[src/u2w_pkg.sv]
// ----------------------------------------------------------------------------
// u2w_pkg
// Shared types, codes and the code point table of the UTF-8 to Windows-1252
// converter.
// ----------------------------------------------------------------------------
package u2w_pkg;

   localparam int BYTE_W = 8;
   localparam int ERR_W  = 2;
   localparam int KIND_W = 3;
   localparam int CP_W   = 16;

   localparam logic [ERR_W-1:0] ERR_NONE  = 2'd0;
   localparam logic [ERR_W-1:0] ERR_TRUNC = 2'd1;
   localparam logic [ERR_W-1:0] ERR_CONT  = 2'd2;

   localparam logic [KIND_W-1:0] KIND_ONE   = 3'd0;
   localparam logic [KIND_W-1:0] KIND_TWO   = 3'd1;
   localparam logic [KIND_W-1:0] KIND_THREE = 3'd2;
   localparam logic [KIND_W-1:0] KIND_FOUR  = 3'd3;
   localparam logic [KIND_W-1:0] KIND_TRUNC = 3'd4;
   localparam logic [KIND_W-1:0] KIND_CONT  = 3'd5;

   localparam logic [BYTE_W-1:0] BYTE_UNMAPPED = 8'h7F;

   localparam logic [CP_W-1:0] CP_BLOCK80 [32] = '{
      16'h20AC, 16'h0081, 16'h201A, 16'h0192, 16'h201E, 16'h2026, 16'h2020, 16'h2021,
      16'h02C6, 16'h2030, 16'h0160, 16'h2039, 16'h0152, 16'h008D, 16'h017D, 16'h008F,
      16'h0090, 16'h2018, 16'h2019, 16'h201C, 16'h201D, 16'h2022, 16'h2013, 16'h2014,
      16'h02DC, 16'h2122, 16'h0161, 16'h203A, 16'h0153, 16'h009D, 16'h017E, 16'h0178
   };

   typedef struct packed {
      logic [KIND_W-1:0] kind;
      logic [BYTE_W-1:0] b1;
      logic [BYTE_W-1:0] b2;
      logic [BYTE_W-1:0] b3;
   } u2w_job_type;

   typedef struct packed {
      logic        push;
      u2w_job_type job;
   } u2w_push_type;

   // Returns {hit, byte} for a code point of 0x80 or above.
   function automatic logic [BYTE_W:0] u2w_map_cp(input logic [CP_W-1:0] cp);
      logic [BYTE_W:0] res;
      res = '0;
      if (cp >= 16'h00A0 && cp <= 16'h00FF) begin
         res = {1'b1, cp[BYTE_W-1:0]};
      end
      for (int k = 0; k < 32; k++) begin
         if (CP_BLOCK80[k] == cp) begin
            res = {1'b1, 8'h80 | BYTE_W'(k)};
         end
      end
      return res;
   endfunction

endpackage

[src/u2w_req_if.sv]
// ----------------------------------------------------------------------------
// u2w_req_if
// Input byte channel: valid/ready with one UTF-8 byte and an end mark.
// ----------------------------------------------------------------------------
interface u2w_req_if;
   logic       valid;
   logic       ready;
   logic [7:0] byte_in;
   logic       string_end;

   modport source (output valid, output byte_in, output string_end, input ready);
   modport sink   (input valid, input byte_in, input string_end, output ready);
endinterface

[src/u2w_rsp_if.sv]
// ----------------------------------------------------------------------------
// u2w_rsp_if
// Result channel: valid/ready with one Windows-1252 byte and its status.
// ----------------------------------------------------------------------------
interface u2w_rsp_if;
   logic       valid;
   logic       ready;
   logic [7:0] out_byte;
   logic [1:0] error_kind;
   logic       run_last;

   modport source (output valid, output out_byte, output error_kind, output run_last,
                   input ready);
   modport sink   (input valid, input out_byte, input error_kind, input run_last,
                   output ready);
endinterface

[src/utf8_to_windows1252_converter_core.sv]
// ----------------------------------------------------------------------------
// utf8_to_windows1252_converter_core
// UTF-8 to Windows-1252 transcoder, top level.
// ----------------------------------------------------------------------------
// One UTF-8 byte is accepted per cycle unless the queue is full. A byte that
// completes a sequence, ends a string early or breaks a sequence queues a job.
// With the queue empty and the output free, the first result reaches the result
// register at the edge after the one that accepts that byte. Most jobs give one
// result beat; an unmapped two-byte sequence gives two, and the single result
// register, which emits one beat per cycle while ready is high, sets that cost.
// The two-entry job queue keeps input acceptance going while a result waits.
module utf8_to_windows1252_converter_core (
   input  logic      clock,
   input  logic      reset,
   u2w_req_if.sink   req_ch,
   u2w_rsp_if.source rsp_ch
);
   import u2w_pkg::*;

   u2w_push_type push;
   u2w_job_type  head;
   logic         q_full;
   logic         head_valid;
   logic         pop;

   u2w_front u_front (
      .clock    (clock),
      .reset    (reset),
      .req_ch   (req_ch),
      .q_full   (q_full),
      .push_out (push)
   );

   u2w_queue u_queue (
      .clock      (clock),
      .reset      (reset),
      .push_in    (push),
      .pop        (pop),
      .full       (q_full),
      .head_valid (head_valid),
      .head       (head)
   );

   u2w_back u_back (
      .clock      (clock),
      .reset      (reset),
      .head_valid (head_valid),
      .head       (head),
      .pop        (pop),
      .rsp_ch     (rsp_ch)
   );

endmodule

[src/u2w_front.sv]
// ----------------------------------------------------------------------------
// u2w_front
// Accepts input bytes, collects sequences and classifies them into jobs.
// ----------------------------------------------------------------------------
module u2w_front (
   input  logic                 clock,
   input  logic                 reset,
   u2w_req_if.sink              req_ch,
   input  logic                 q_full,
   output u2w_pkg::u2w_push_type push_out
);
   import u2w_pkg::*;

   logic [1:0]        len_ff, len_in;
   logic [2:0]        need_ff, need_in;
   logic [BYTE_W-1:0] b1_ff, b1_in, b2_ff, b2_in, b3_ff, b3_in;
   logic              accept;
   logic [2:0]        need_new, len_next;
   logic [BYTE_W-1:0] b;

   assign req_ch.ready = !q_full;
   assign accept       = req_ch.valid && !q_full;
   assign b            = req_ch.byte_in;

   always_comb begin
      len_in   = len_ff;
      need_in  = need_ff;
      b1_in    = b1_ff;
      b2_in    = b2_ff;
      b3_in    = b3_ff;
      push_out = '0;
      len_next = {1'b0, len_ff} + 3'd1;
      if (b < 8'h80) begin
         need_new = 3'd1;
      end else if (b < 8'hE0) begin
         need_new = 3'd2;
      end else if (b < 8'hF0) begin
         need_new = 3'd3;
      end else begin
         need_new = 3'd4;
      end
      push_out.job.b1 = b1_ff;
      push_out.job.b2 = (len_ff == 2'd1) ? b : b2_ff;
      push_out.job.b3 = (len_ff == 2'd2) ? b : b3_ff;
      push_out.job.kind = KIND_FOUR;
      if (accept) begin
         if (len_ff == 2'd0) begin
            if (need_new == 3'd1) begin
               push_out.push    = 1'b1;
               push_out.job.kind = KIND_ONE;
               push_out.job.b1   = b;
            end else if (req_ch.string_end) begin
               push_out.push    = 1'b1;
               push_out.job.kind = KIND_TRUNC;
            end else begin
               b1_in   = b;
               need_in = need_new;
               len_in  = 2'd1;
            end
         end else if (!b[7]) begin
            push_out.push    = 1'b1;
            push_out.job.kind = KIND_CONT;
            len_in  = 2'd0;
            need_in = 3'd0;
         end else begin
            if (len_ff == 2'd1) begin
               b2_in = b;
            end
            if (len_ff == 2'd2) begin
               b3_in = b;
            end
            if (len_next >= need_ff) begin
               push_out.push = 1'b1;
               case (need_ff)
                  3'd2:    push_out.job.kind = KIND_TWO;
                  3'd3:    push_out.job.kind = KIND_THREE;
                  default: push_out.job.kind = KIND_FOUR;
               endcase
               len_in  = 2'd0;
               need_in = 3'd0;
            end else if (req_ch.string_end) begin
               push_out.push    = 1'b1;
               push_out.job.kind = KIND_TRUNC;
               len_in  = 2'd0;
               need_in = 3'd0;
            end else begin
               len_in = len_next[1:0];
            end
         end
      end
   end

   always_ff @(posedge clock) begin
      if (reset) begin
         len_ff  <= '0;
         need_ff <= '0;
      end else begin
         len_ff  <= len_in;
         need_ff <= need_in;
      end
      b1_ff <= b1_in;
      b2_ff <= b2_in;
      b3_ff <= b3_in;
   end

   a_len_below_need: assert property (@(posedge clock) disable iff (reset)
      len_ff != 2'd0 |-> {1'b0, len_ff} < need_ff)
      else $error("sequence length reached its need without completing");

endmodule

[src/u2w_queue.sv]
// ----------------------------------------------------------------------------
// u2w_queue
// Two-entry job queue between the front and back parts.
// ----------------------------------------------------------------------------
module u2w_queue (
   input  logic                  clock,
   input  logic                  reset,
   input  u2w_pkg::u2w_push_type push_in,
   input  logic                  pop,
   output logic                  full,
   output logic                  head_valid,
   output u2w_pkg::u2w_job_type  head
);
   import u2w_pkg::*;

   u2w_job_type mem_ff [2];
   logic        wr_ptr_ff, wr_ptr_in, rd_ptr_ff, rd_ptr_in;
   logic [1:0]  count_ff, count_in;

   assign full       = (count_ff == 2'd2);
   assign head_valid = (count_ff != 2'd0);
   assign head       = mem_ff[rd_ptr_ff];

   always_comb begin
      wr_ptr_in = wr_ptr_ff ^ push_in.push;
      rd_ptr_in = rd_ptr_ff ^ pop;
      count_in  = count_ff + {1'b0, push_in.push} - {1'b0, pop};
   end

   always_ff @(posedge clock) begin
      if (reset) begin
         wr_ptr_ff <= 1'b0;
         rd_ptr_ff <= 1'b0;
         count_ff  <= '0;
      end else begin
         wr_ptr_ff <= wr_ptr_in;
         rd_ptr_ff <= rd_ptr_in;
         count_ff  <= count_in;
      end
      if (push_in.push) begin
         mem_ff[wr_ptr_ff] <= push_in.job;
      end
   end

   a_no_overflow: assert property (@(posedge clock) disable iff (reset)
      push_in.push |-> count_ff != 2'd2)
      else $error("push into full queue");

   a_no_underflow: assert property (@(posedge clock) disable iff (reset)
      pop |-> count_ff != 2'd0)
      else $error("pop from empty queue");

   a_count_range: assert property (@(posedge clock) disable iff (reset)
      count_ff != 2'd3)
      else $error("queue count out of range");

endmodule

[src/u2w_back.sv]
// ----------------------------------------------------------------------------
// u2w_back
// Maps queued jobs to Windows-1252 bytes and drives the result register.
// ----------------------------------------------------------------------------
module u2w_back (
   input  logic                 clock,
   input  logic                 reset,
   input  logic                 head_valid,
   input  u2w_pkg::u2w_job_type head,
   output logic                 pop,
   u2w_rsp_if.source            rsp_ch
);
   import u2w_pkg::*;

   logic              valid_ff;
   logic [BYTE_W-1:0] byte_ff, byte_in;
   logic [ERR_W-1:0]  err_ff, err_in;
   logic              last_ff, last_in;
   logic              phase_ff, phase_in;
   logic              load;
   logic [CP_W-1:0]   cp2, cp3;
   logic [BYTE_W:0]   map2, map3;
   logic              hit2, hit3;

   assign rsp_ch.valid      = valid_ff;
   assign rsp_ch.out_byte   = byte_ff;
   assign rsp_ch.error_kind = err_ff;
   assign rsp_ch.run_last   = last_ff;

   assign load = head_valid && (!valid_ff || rsp_ch.ready);

   always_comb begin
      cp2  = {5'd0, head.b1[4:0], head.b2[5:0]};
      cp3  = {head.b1[3:0], head.b2[5:0], head.b3[5:0]};
      map2 = u2w_map_cp(cp2);
      map3 = u2w_map_cp(cp3);
      hit2 = head.b1[7:5] == 3'b110 && head.b2[7:6] == 2'b10 && cp2 >= 16'h0080 && map2[BYTE_W];
      hit3 = head.b1[7:4] == 4'hE && head.b2[7:6] == 2'b10 && head.b3[7:6] == 2'b10
             && cp3 >= 16'h0800 && map3[BYTE_W];
      byte_in  = BYTE_UNMAPPED;
      err_in   = ERR_NONE;
      last_in  = 1'b1;
      phase_in = phase_ff;
      case (head.kind)
         KIND_ONE: begin
            byte_in = head.b1;
         end
         KIND_TWO: begin
            if (hit2) begin
               byte_in = map2[BYTE_W-1:0];
            end else begin
               byte_in = phase_ff ? head.b2 : head.b1;
               last_in = phase_ff;
            end
         end
         KIND_THREE: begin
            byte_in = hit3 ? map3[BYTE_W-1:0] : BYTE_UNMAPPED;
         end
         KIND_TRUNC: begin
            byte_in = '0;
            err_in  = ERR_TRUNC;
         end
         KIND_CONT: begin
            byte_in = '0;
            err_in  = ERR_CONT;
         end
         default: begin
            byte_in = BYTE_UNMAPPED;
         end
      endcase
      pop = load && last_in;
      if (load) begin
         phase_in = !last_in;
      end
   end

   always_ff @(posedge clock) begin
      if (reset) begin
         valid_ff <= 1'b0;
         phase_ff <= 1'b0;
      end else begin
         phase_ff <= phase_in;
         if (load) begin
            valid_ff <= 1'b1;
         end else if (rsp_ch.ready) begin
            valid_ff <= 1'b0;
         end
      end
      if (load) begin
         byte_ff <= byte_in;
         err_ff  <= err_in;
         last_ff <= last_in;
      end
   end

   a_phase_on_raw_pair: assert property (@(posedge clock) disable iff (reset)
      phase_ff |-> head_valid && head.kind == KIND_TWO)
      else $error("second raw byte pending without a two-byte job");

   a_first_raw_not_last: assert property (@(posedge clock) disable iff (reset)
      $rose(phase_ff) |-> valid_ff && !last_ff)
      else $error("first raw byte marked as last");

endmodule

[src/flat_wrapper.sv]
// flat-port wrapper written by rule: the top's interface ports become plain ports
module utf8_to_windows1252_converter_core_flat import u2w_pkg::*;
  (clock, reset, req_ch_valid, req_ch_byte_in, req_ch_string_end, req_ch_ready, rsp_ch_valid, rsp_ch_out_byte, rsp_ch_error_kind, rsp_ch_run_last, rsp_ch_ready);
  u2w_req_if req_ch_i ();
  u2w_rsp_if rsp_ch_i ();
  input  logic clock;
  input  logic reset;
  input wire logic [$bits(req_ch_i.valid)-1:0] req_ch_valid;
  input wire logic [$bits(req_ch_i.byte_in)-1:0] req_ch_byte_in;
  input wire logic [$bits(req_ch_i.string_end)-1:0] req_ch_string_end;
  output wire logic [$bits(req_ch_i.ready)-1:0] req_ch_ready;
  output wire logic [$bits(rsp_ch_i.valid)-1:0] rsp_ch_valid;
  output wire logic [$bits(rsp_ch_i.out_byte)-1:0] rsp_ch_out_byte;
  output wire logic [$bits(rsp_ch_i.error_kind)-1:0] rsp_ch_error_kind;
  output wire logic [$bits(rsp_ch_i.run_last)-1:0] rsp_ch_run_last;
  input wire logic [$bits(rsp_ch_i.ready)-1:0] rsp_ch_ready;
  assign req_ch_i.valid = req_ch_valid;
  assign req_ch_i.byte_in = req_ch_byte_in;
  assign req_ch_i.string_end = req_ch_string_end;
  assign req_ch_ready = req_ch_i.ready;
  assign rsp_ch_valid = rsp_ch_i.valid;
  assign rsp_ch_out_byte = rsp_ch_i.out_byte;
  assign rsp_ch_error_kind = rsp_ch_i.error_kind;
  assign rsp_ch_run_last = rsp_ch_i.run_last;
  assign rsp_ch_i.ready = rsp_ch_ready;
  utf8_to_windows1252_converter_core u_core (.clock(clock), .reset(reset), .req_ch(req_ch_i), .rsp_ch(rsp_ch_i));
endmodule
[config.mk]
export PLATFORM = sky130hd
export DESIGN_NAME = utf8_to_windows1252_converter_core_flat
export DESIGN_NICKNAME = d
export VERILOG_FILES = /design/src/u2w_pkg.sv /design/src/u2w_req_if.sv /design/src/u2w_rsp_if.sv /design/src/utf8_to_windows1252_converter_core.sv /design/src/u2w_front.sv /design/src/u2w_queue.sv /design/src/u2w_back.sv /design/src/flat_wrapper.sv
export SDC_FILE = /design/constraint.sdc
export NUM_CORES = 1
export LEC_CHECK = 0
export ABC_AREA = 0
export BUFFER_PORTS_ARGS = -buffer_cell sky130_fd_sc_hd__buf_2
export CAP_MARGIN = 20
export CELL_PAD_IN_SITES_DETAIL_PLACEMENT = 0
export CELL_PAD_IN_SITES_GLOBAL_PLACEMENT = 1
export CORE_ASPECT_RATIO = 1.4
export CORE_MARGIN = 2
export CORE_UTILIZATION = 54
export DETAILED_ROUTE_END_ITERATION = 10
export PLACE_DENSITY_LB_ADDON = 0.1
export SLEW_MARGIN = 20
export SYNTH_ARGS = -nofsm -noshare
export SYNTH_HDL_FRONTEND = slang
export SYNTH_SLANG_ARGS = --single-unit
[constraint.sdc]
create_clock -name clock -period 9.55 [get_ports clock]
set_input_delay 0.955 -clock clock [delete_from_list [all_inputs] [get_ports clock]]
set_output_delay 0.955 -clock clock [all_outputs]
set_load 0.05 [all_outputs]
After elaboration in Yosys (flattened, before gate mapping)

Memories as Yosys holds them, arrays and structs flattened. A register that Yosys moved wholly into a read port is not among the register bits.
Cells that the tools add are included.

Add/sub/neg operators: 3
Order comparisons: 10
Equal/unequal tests: 64
Mux-type cells: 87
Bitwise logic cells: 5
Reductions and logical operators: 26

Operators with widths:

| cell                                                            | count |
|---|---|
| 2-to-1 mux 9 bit                                                | 49 |
| equality test 14 x 16 -> 1 bit, first input constant            | 17 |
| equality test 9 x 16 -> 1 bit, first input constant             | 8 |
| equality test 9 x 11 -> 1 bit, first input constant             | 8 |
| equality test 8 x 16 -> 1 bit, first input constant             | 5 |
| 2-to-1 mux 8 bit                                                | 7 |
| equality test 8 x 11 -> 1 bit, first input constant             | 5 |
| equality test 10 x 16 -> 1 bit, first input constant            | 2 |
| case mux 8 bit (4 select lines)                                 | 1 |
| 2-to-1 mux 3 bit                                                | 9 |
| < comparator 8 bit, second input constant                       | 3 |
| equality test 10 x 11 -> 1 bit, first input constant            | 2 |
| >= comparator 11 x 8 -> 1 bit, second input constant            | 2 |
| 2-to-1 mux 4 bit                                                | 5 |
| >= comparator 16 x 12 -> 1 bit, second input constant           | 1 |
| >= comparator 16 x 8 -> 1 bit, second input constant            | 1 |
| less-or-equal comparator 16 x 8 -> 1 bit, second input constant | 1 |
| AND reduction 4 bit                                             | 4 |
| logical AND 1 bit                                               | 12 |
| 2-to-1 mux 12 bit                                               | 1 |
| 2-to-1 mux 2 bit                                                | 6 |
| less-or-equal comparator 11 x 8 -> 1 bit, second input constant | 1 |
| equality test 3 x 2 -> 1 bit, second input constant             | 3 |
| equality test 3 bit, second input constant                      | 3 |
| other kinds (21)                                                | 39 |

Register bits after elaboration: 44
RAM bits: 54
Input bits: 13
Memories kept: 1

Memories:

| name                  | depth | bits a word | read ports | clocked after Yosys merged registers in | wr ports | line            | text |
|---|---|---|---|---|---|---|---|
| u_core.u_queue.mem_ff | 2     | 27          | 1          | 1                                       | 1        | u2w_queue.sv:16 | `u2w_job_type mem_ff [2];` |

Longest topological paths before layout

Depth in word-level cells: 38
Mapped depth: 18
Mapped depth without buffers: 14

By module

A second synthesis with hierarchy kept.

Cell total of the unflattened synthesis: 491
Area, all modules: 5,814.3 um^2

By module, submodules not included:

| module    | instances | cells an instance | area each (um^2) | seq. area each (um^2) |
|---|---|---|---|---|
| u2w_queue | 1         | 103               | 2,250.9          | 1,701.6 |
| u2w_back  | 1         | 275               | 2,109.5          | 370.4 |
| u2w_front | 1         | 113               | 1,453.9          | 760.7 |

Worst setup path after synthesis

Ideal clock, no wire load.

Path type: reg-to-reg
From: mem u_core.u_queue.mem_ff[0][20] (netlist name)
To: reg u_core.u_queue.count_ff[1]
Arrival: 2.941 ns
Data required time: 9.422 ns
Setup slack: 6.481 ns
Cell stages (with the launch flop): 15
Buffers on the path: 1
Clock period less this slack: 3.069 ns
Cells stage by stage: edfxtp_1 > or4b_1 > a22oi_1 > nand2_1 > o22a_1 > nor4bb_2 > a31o_1 > buf_6 > a21oi_4 > ha_1 > inv_1 > ha_1 > xor2_1 > xnor2_1 > nor2_1

RTL lines:

| element              | line            | text |
|---|---|---|
| start, declared      | u2w_queue.sv:16 |  |
| end signal, assigned | u2w_queue.sv:38 | `count_ff <= count_in;` |
| end, declared        | u2w_queue.sv:18 | `logic [1:0] count_ff, count_in;` |

==> impl_metrics.json <==
{
  "synth-edff-count": 87,
  "routabilityCongestion": 1.04,
  "core_area_um2": 11300,
  "yosysSeqAreaShare": 0.455,
  "grt_pass1_vias": 4363,
  "first_pass_iters": 5,
  "p_sw_w": 0.000629,
  "ant_nets": 0,
  "synth_nets": 586,
  "power_density_nw_per_um2": 237,
  "die_h_um": 131,
  "antenna_cells": 0,
  "antenna_found_initial": 0,
  "fin_area_um2": 6630,
  "clk_latency_ns": 0.35,
  "p_int_w": 0.000940,
  "dieArea_um2": 12400,
  "critical_path_class": "flip-flop to flip-flop",
  "syn_area_per_cell_um2": 11.1,
  "final.min_clock_period_ns": 4.01,
  "cp_data_arrival_time_ns": 4.25,
  "cp.required_ns": 9.79,
  "ys_ff_latch": 98,
  "wl_mm": 15.3,
  "placed_area_um2": 6300,
  "cts.sinks": 98,
  "hold_path_class": "flip-flop to flip-flop",
  "ys.flop_type": "edfxtp_1",
  "vias": 4725,
  "cts_buffer_depth": 2,
  "pin_count": 26,
  "p_clk_frac": 0.244,
  "setup_tns_ns": 0,
  "fin_crit_sh": 0.420,
  "synthArstFlopShare": 0,
  "ir_drop_mv": 0.267,
  "syn_inst": 562,
  "gr-total-overflow": 0,
  "cts_buffers": 9,
  "setup_viol": 0,
  "layout-drive-gt1-share": 0.194,
  "hold_viol": 0,
  "drv_slew": 0,
  "clkSlewWorstSetupHoldPaths_ns": 0.07,
  "fmax_ghz": 0.250,
  "dieWidth_um": 94.7,
  "hold_buffers": 0,
  "start_util": 0.552,
  "end_kind": "flip-flop",
  "num_rows": 46,
  "cts_tree": "built",
  "track_usage": 0.258,
  "numPortBuffers": 25,
  "post-cts-setup-buffer-count": 0,
  "crit_fanout": 95,
  "synthesis.area_um2": 6220,
  "drt_iter0_drc": 445,
  "drc": 0,
  "grt_max_degree": 96,
  "grt_pass1_wl_mm": 23.8,
  "p_sw_frac": 0.401,
  "seqPwrFrac": 0.367,
  "post_drt_via_cell_ratio": 6.54,
  "rsz0062_at_grt": "no",
  "areaGrowthSynthToFinish_pct": 6.49,
  "worst_pin_slew_ns": 0.915,
  "cts_root_buf": "clkbuf_16",
  "cts_resized": 0,
  "startpoint_type": "flip-flop",
  "max_slew_margin": 0.390,
  "ys_types": 103,
  "p_leak_nw": 2.25,
  "fillers": 965,
  "outcome": "finished, final reports clean",
  "synth_warnings": 0,
  "maxCapViolCount": 0,
  "comb_power_share": 0.389,
  "fin_worst_skew_ns": 0.00600,
  "drt-wirelength-per-cell_um": 21.3,
  "ctsHtreeMaxLevel": 3,
  "fin_nets": 597,
  "dp_hpwl_mm": 11.6
}
critical path, cell delays in order (launching register included):
cell and delay, ns:
dfxtp_2 0.32, buf_4 0.67, or4bb_1 0.60, a22oi_1 0.26, nand2_1 0.15, o22a_1 0.26
nor4bb_2 0.19, a31o_1 0.39, a21oi_4 0.20, ha_1 0.25, inv_1 0.06, ha_1 0.15
xor2_1 0.18, xnor2_1 0.13, nor2_1 0.05
logic make-up (layout without fill, tap and decap cells):
logic type,Yosys count,in the layout,synth area share
AO/OA/AOI/OAI,142,142,0.179
XOR/XNOR,2,2,0.00281
AND/OR/NAND/NOR,218,218,0.207
flip-flops,98,98,0.455
buffers and inverters,41,57,0.0470
multiplexers,50,50,0.0866
adder cells (fa/ha/maj),11,11,0.0221
cells in the mapped netlist (5+ instances only):
master / instances / share of area
a31oi_1: 5 / 0.0050
nor4_1: 9 / 0.0090
nand2_1: 63 / 0.038
edfxtp_1: 87 / 0.42
nand3b_1: 11 / 0.013
a21oi_1: 30 / 0.024
a22oi_1: 9 / 0.011
o22ai_1: 9 / 0.0090
nor3_1: 8 / 0.0064
nor2_1: 28 / 0.017
nand3_1: 16 / 0.013
and2_1: 5 / 0.0050
inv_1: 15 / 0.0090
or3b_1: 12 / 0.017
clkbuf_1: 7 / 0.0042
buf_6: 8 / 0.014
o21ai_0: 17 / 0.014
mux2_2: 27 / 0.049
nand4_1: 10 / 0.010
mux2i_1: 21 / 0.034
ha_1: 11 / 0.022
nand2b_1: 14 / 0.014
dfxtp_1: 11 / 0.035
per-stage QoR:
step	utilization	hold WS, ns	setup WS, ns	cells	total power, W
global route	0.588	0.495	5.30	722	0.00164
floorplan	-	0.446	6.48	562	0.00108
finish	0.588	0.478	5.54	722	0.00157
detailed placement	0.559	0.470	5.60	706	0.00118
global placement	0.559	0.468	5.70	706	0.00118
CTS	0.587	0.480	5.59	722	0.00156
power by group through the flow:
stage                     combinational, W  sequential (W)  clock (W)
after floorplan                   0.000437        0.000647          0
after global placement            0.000595        0.000584          0
after detailed placement          0.000596        0.000585          0
after CTS                         0.000600        0.000576   0.000388
after global routing              0.000658        0.000582   0.000404
final                             0.000611        0.000576   0.000383
final cells by class:
cell class / count / area [um2] / area share
inverter: 15 / 56.3 / 0.00849
timing repair buffer: 26 / 133 / 0.0200
clock inverter: 7 / 96.3 / 0.0145
sequential: 98 / 2830 / 0.428
tap: 144 / 180 / 0.0272
multi-input combinational: 423 / 3100 / 0.468
clock buffer: 9 / 225 / 0.0340
path summary, 6_finish.rpt:
kind	from	endpoint	slack, ns	cells past startpoint
max	u_core.u_queue.rd_ptr_ff	u_core.u_queue.count_ff[1]	5.54	14
min	u_core.u_front.need_ff[1]	u_core.u_front.need_ff[1]	0.48	2
max reg2reg	u_core.u_queue.rd_ptr_ff	u_core.u_queue.count_ff[1]	5.54	14
min reg2reg	u_core.u_front.need_ff[1]	u_core.u_front.need_ff[1]	0.48	2
flip-flops by register name, summed over array words and instances, names as in the netlist:
| register | count |
|---|---|
| u_core.u_back.rsp_ch.out_byte | 8 |
| u_core.u_back.phase_ff | 1 |
| u_core.u_back.rsp_ch.run_last | 1 |
| u_core.u_back.rsp_ch.error_kind | 2 |
| u_core.u_queue.rd_ptr_ff | 1 |
| u_core.u_queue.count_ff | 2 |
| u_core.u_front.b1_ff | 8 |
| u_core.u_front.need_ff | 3 |
| u_core.u_front.len_ff | 2 |
| u_core.u_queue.mem_ff | 54 |
| u_core.u_back.rsp_ch.valid | 1 |
| u_core.u_front.b2_ff | 7 |
| u_core.u_front.b3_ff | 7 |
| u_core.u_queue.wr_ptr_ff | 1 |
per-layer routing:
metal  global-route usage  vias to the layer above  wire length, um
met1                0.333                     2232             6450
met3               0.0447                       46              888
li1                     -                     2229                -
met2                0.420                      218             7320
met4                0.125                        0              693
met5                    0                        -                0
cell usage in the layout (no fill, tap or decap), types with 10 or more instances in the layout:
cell / count
a21oi_1: 30
buf_2: 25
dfxtp_1: 10
edfxtp_1: 87
inv_1: 15
mux2_2: 27
mux2i_1: 21
nand2_1: 63
nand2b_1: 14
nand3_1: 16
nand3b_1: 11
nand4_1: 10
nor2_1: 28
o21ai_0: 17
or3b_1: 12
(Power assumes the default switching activity.)
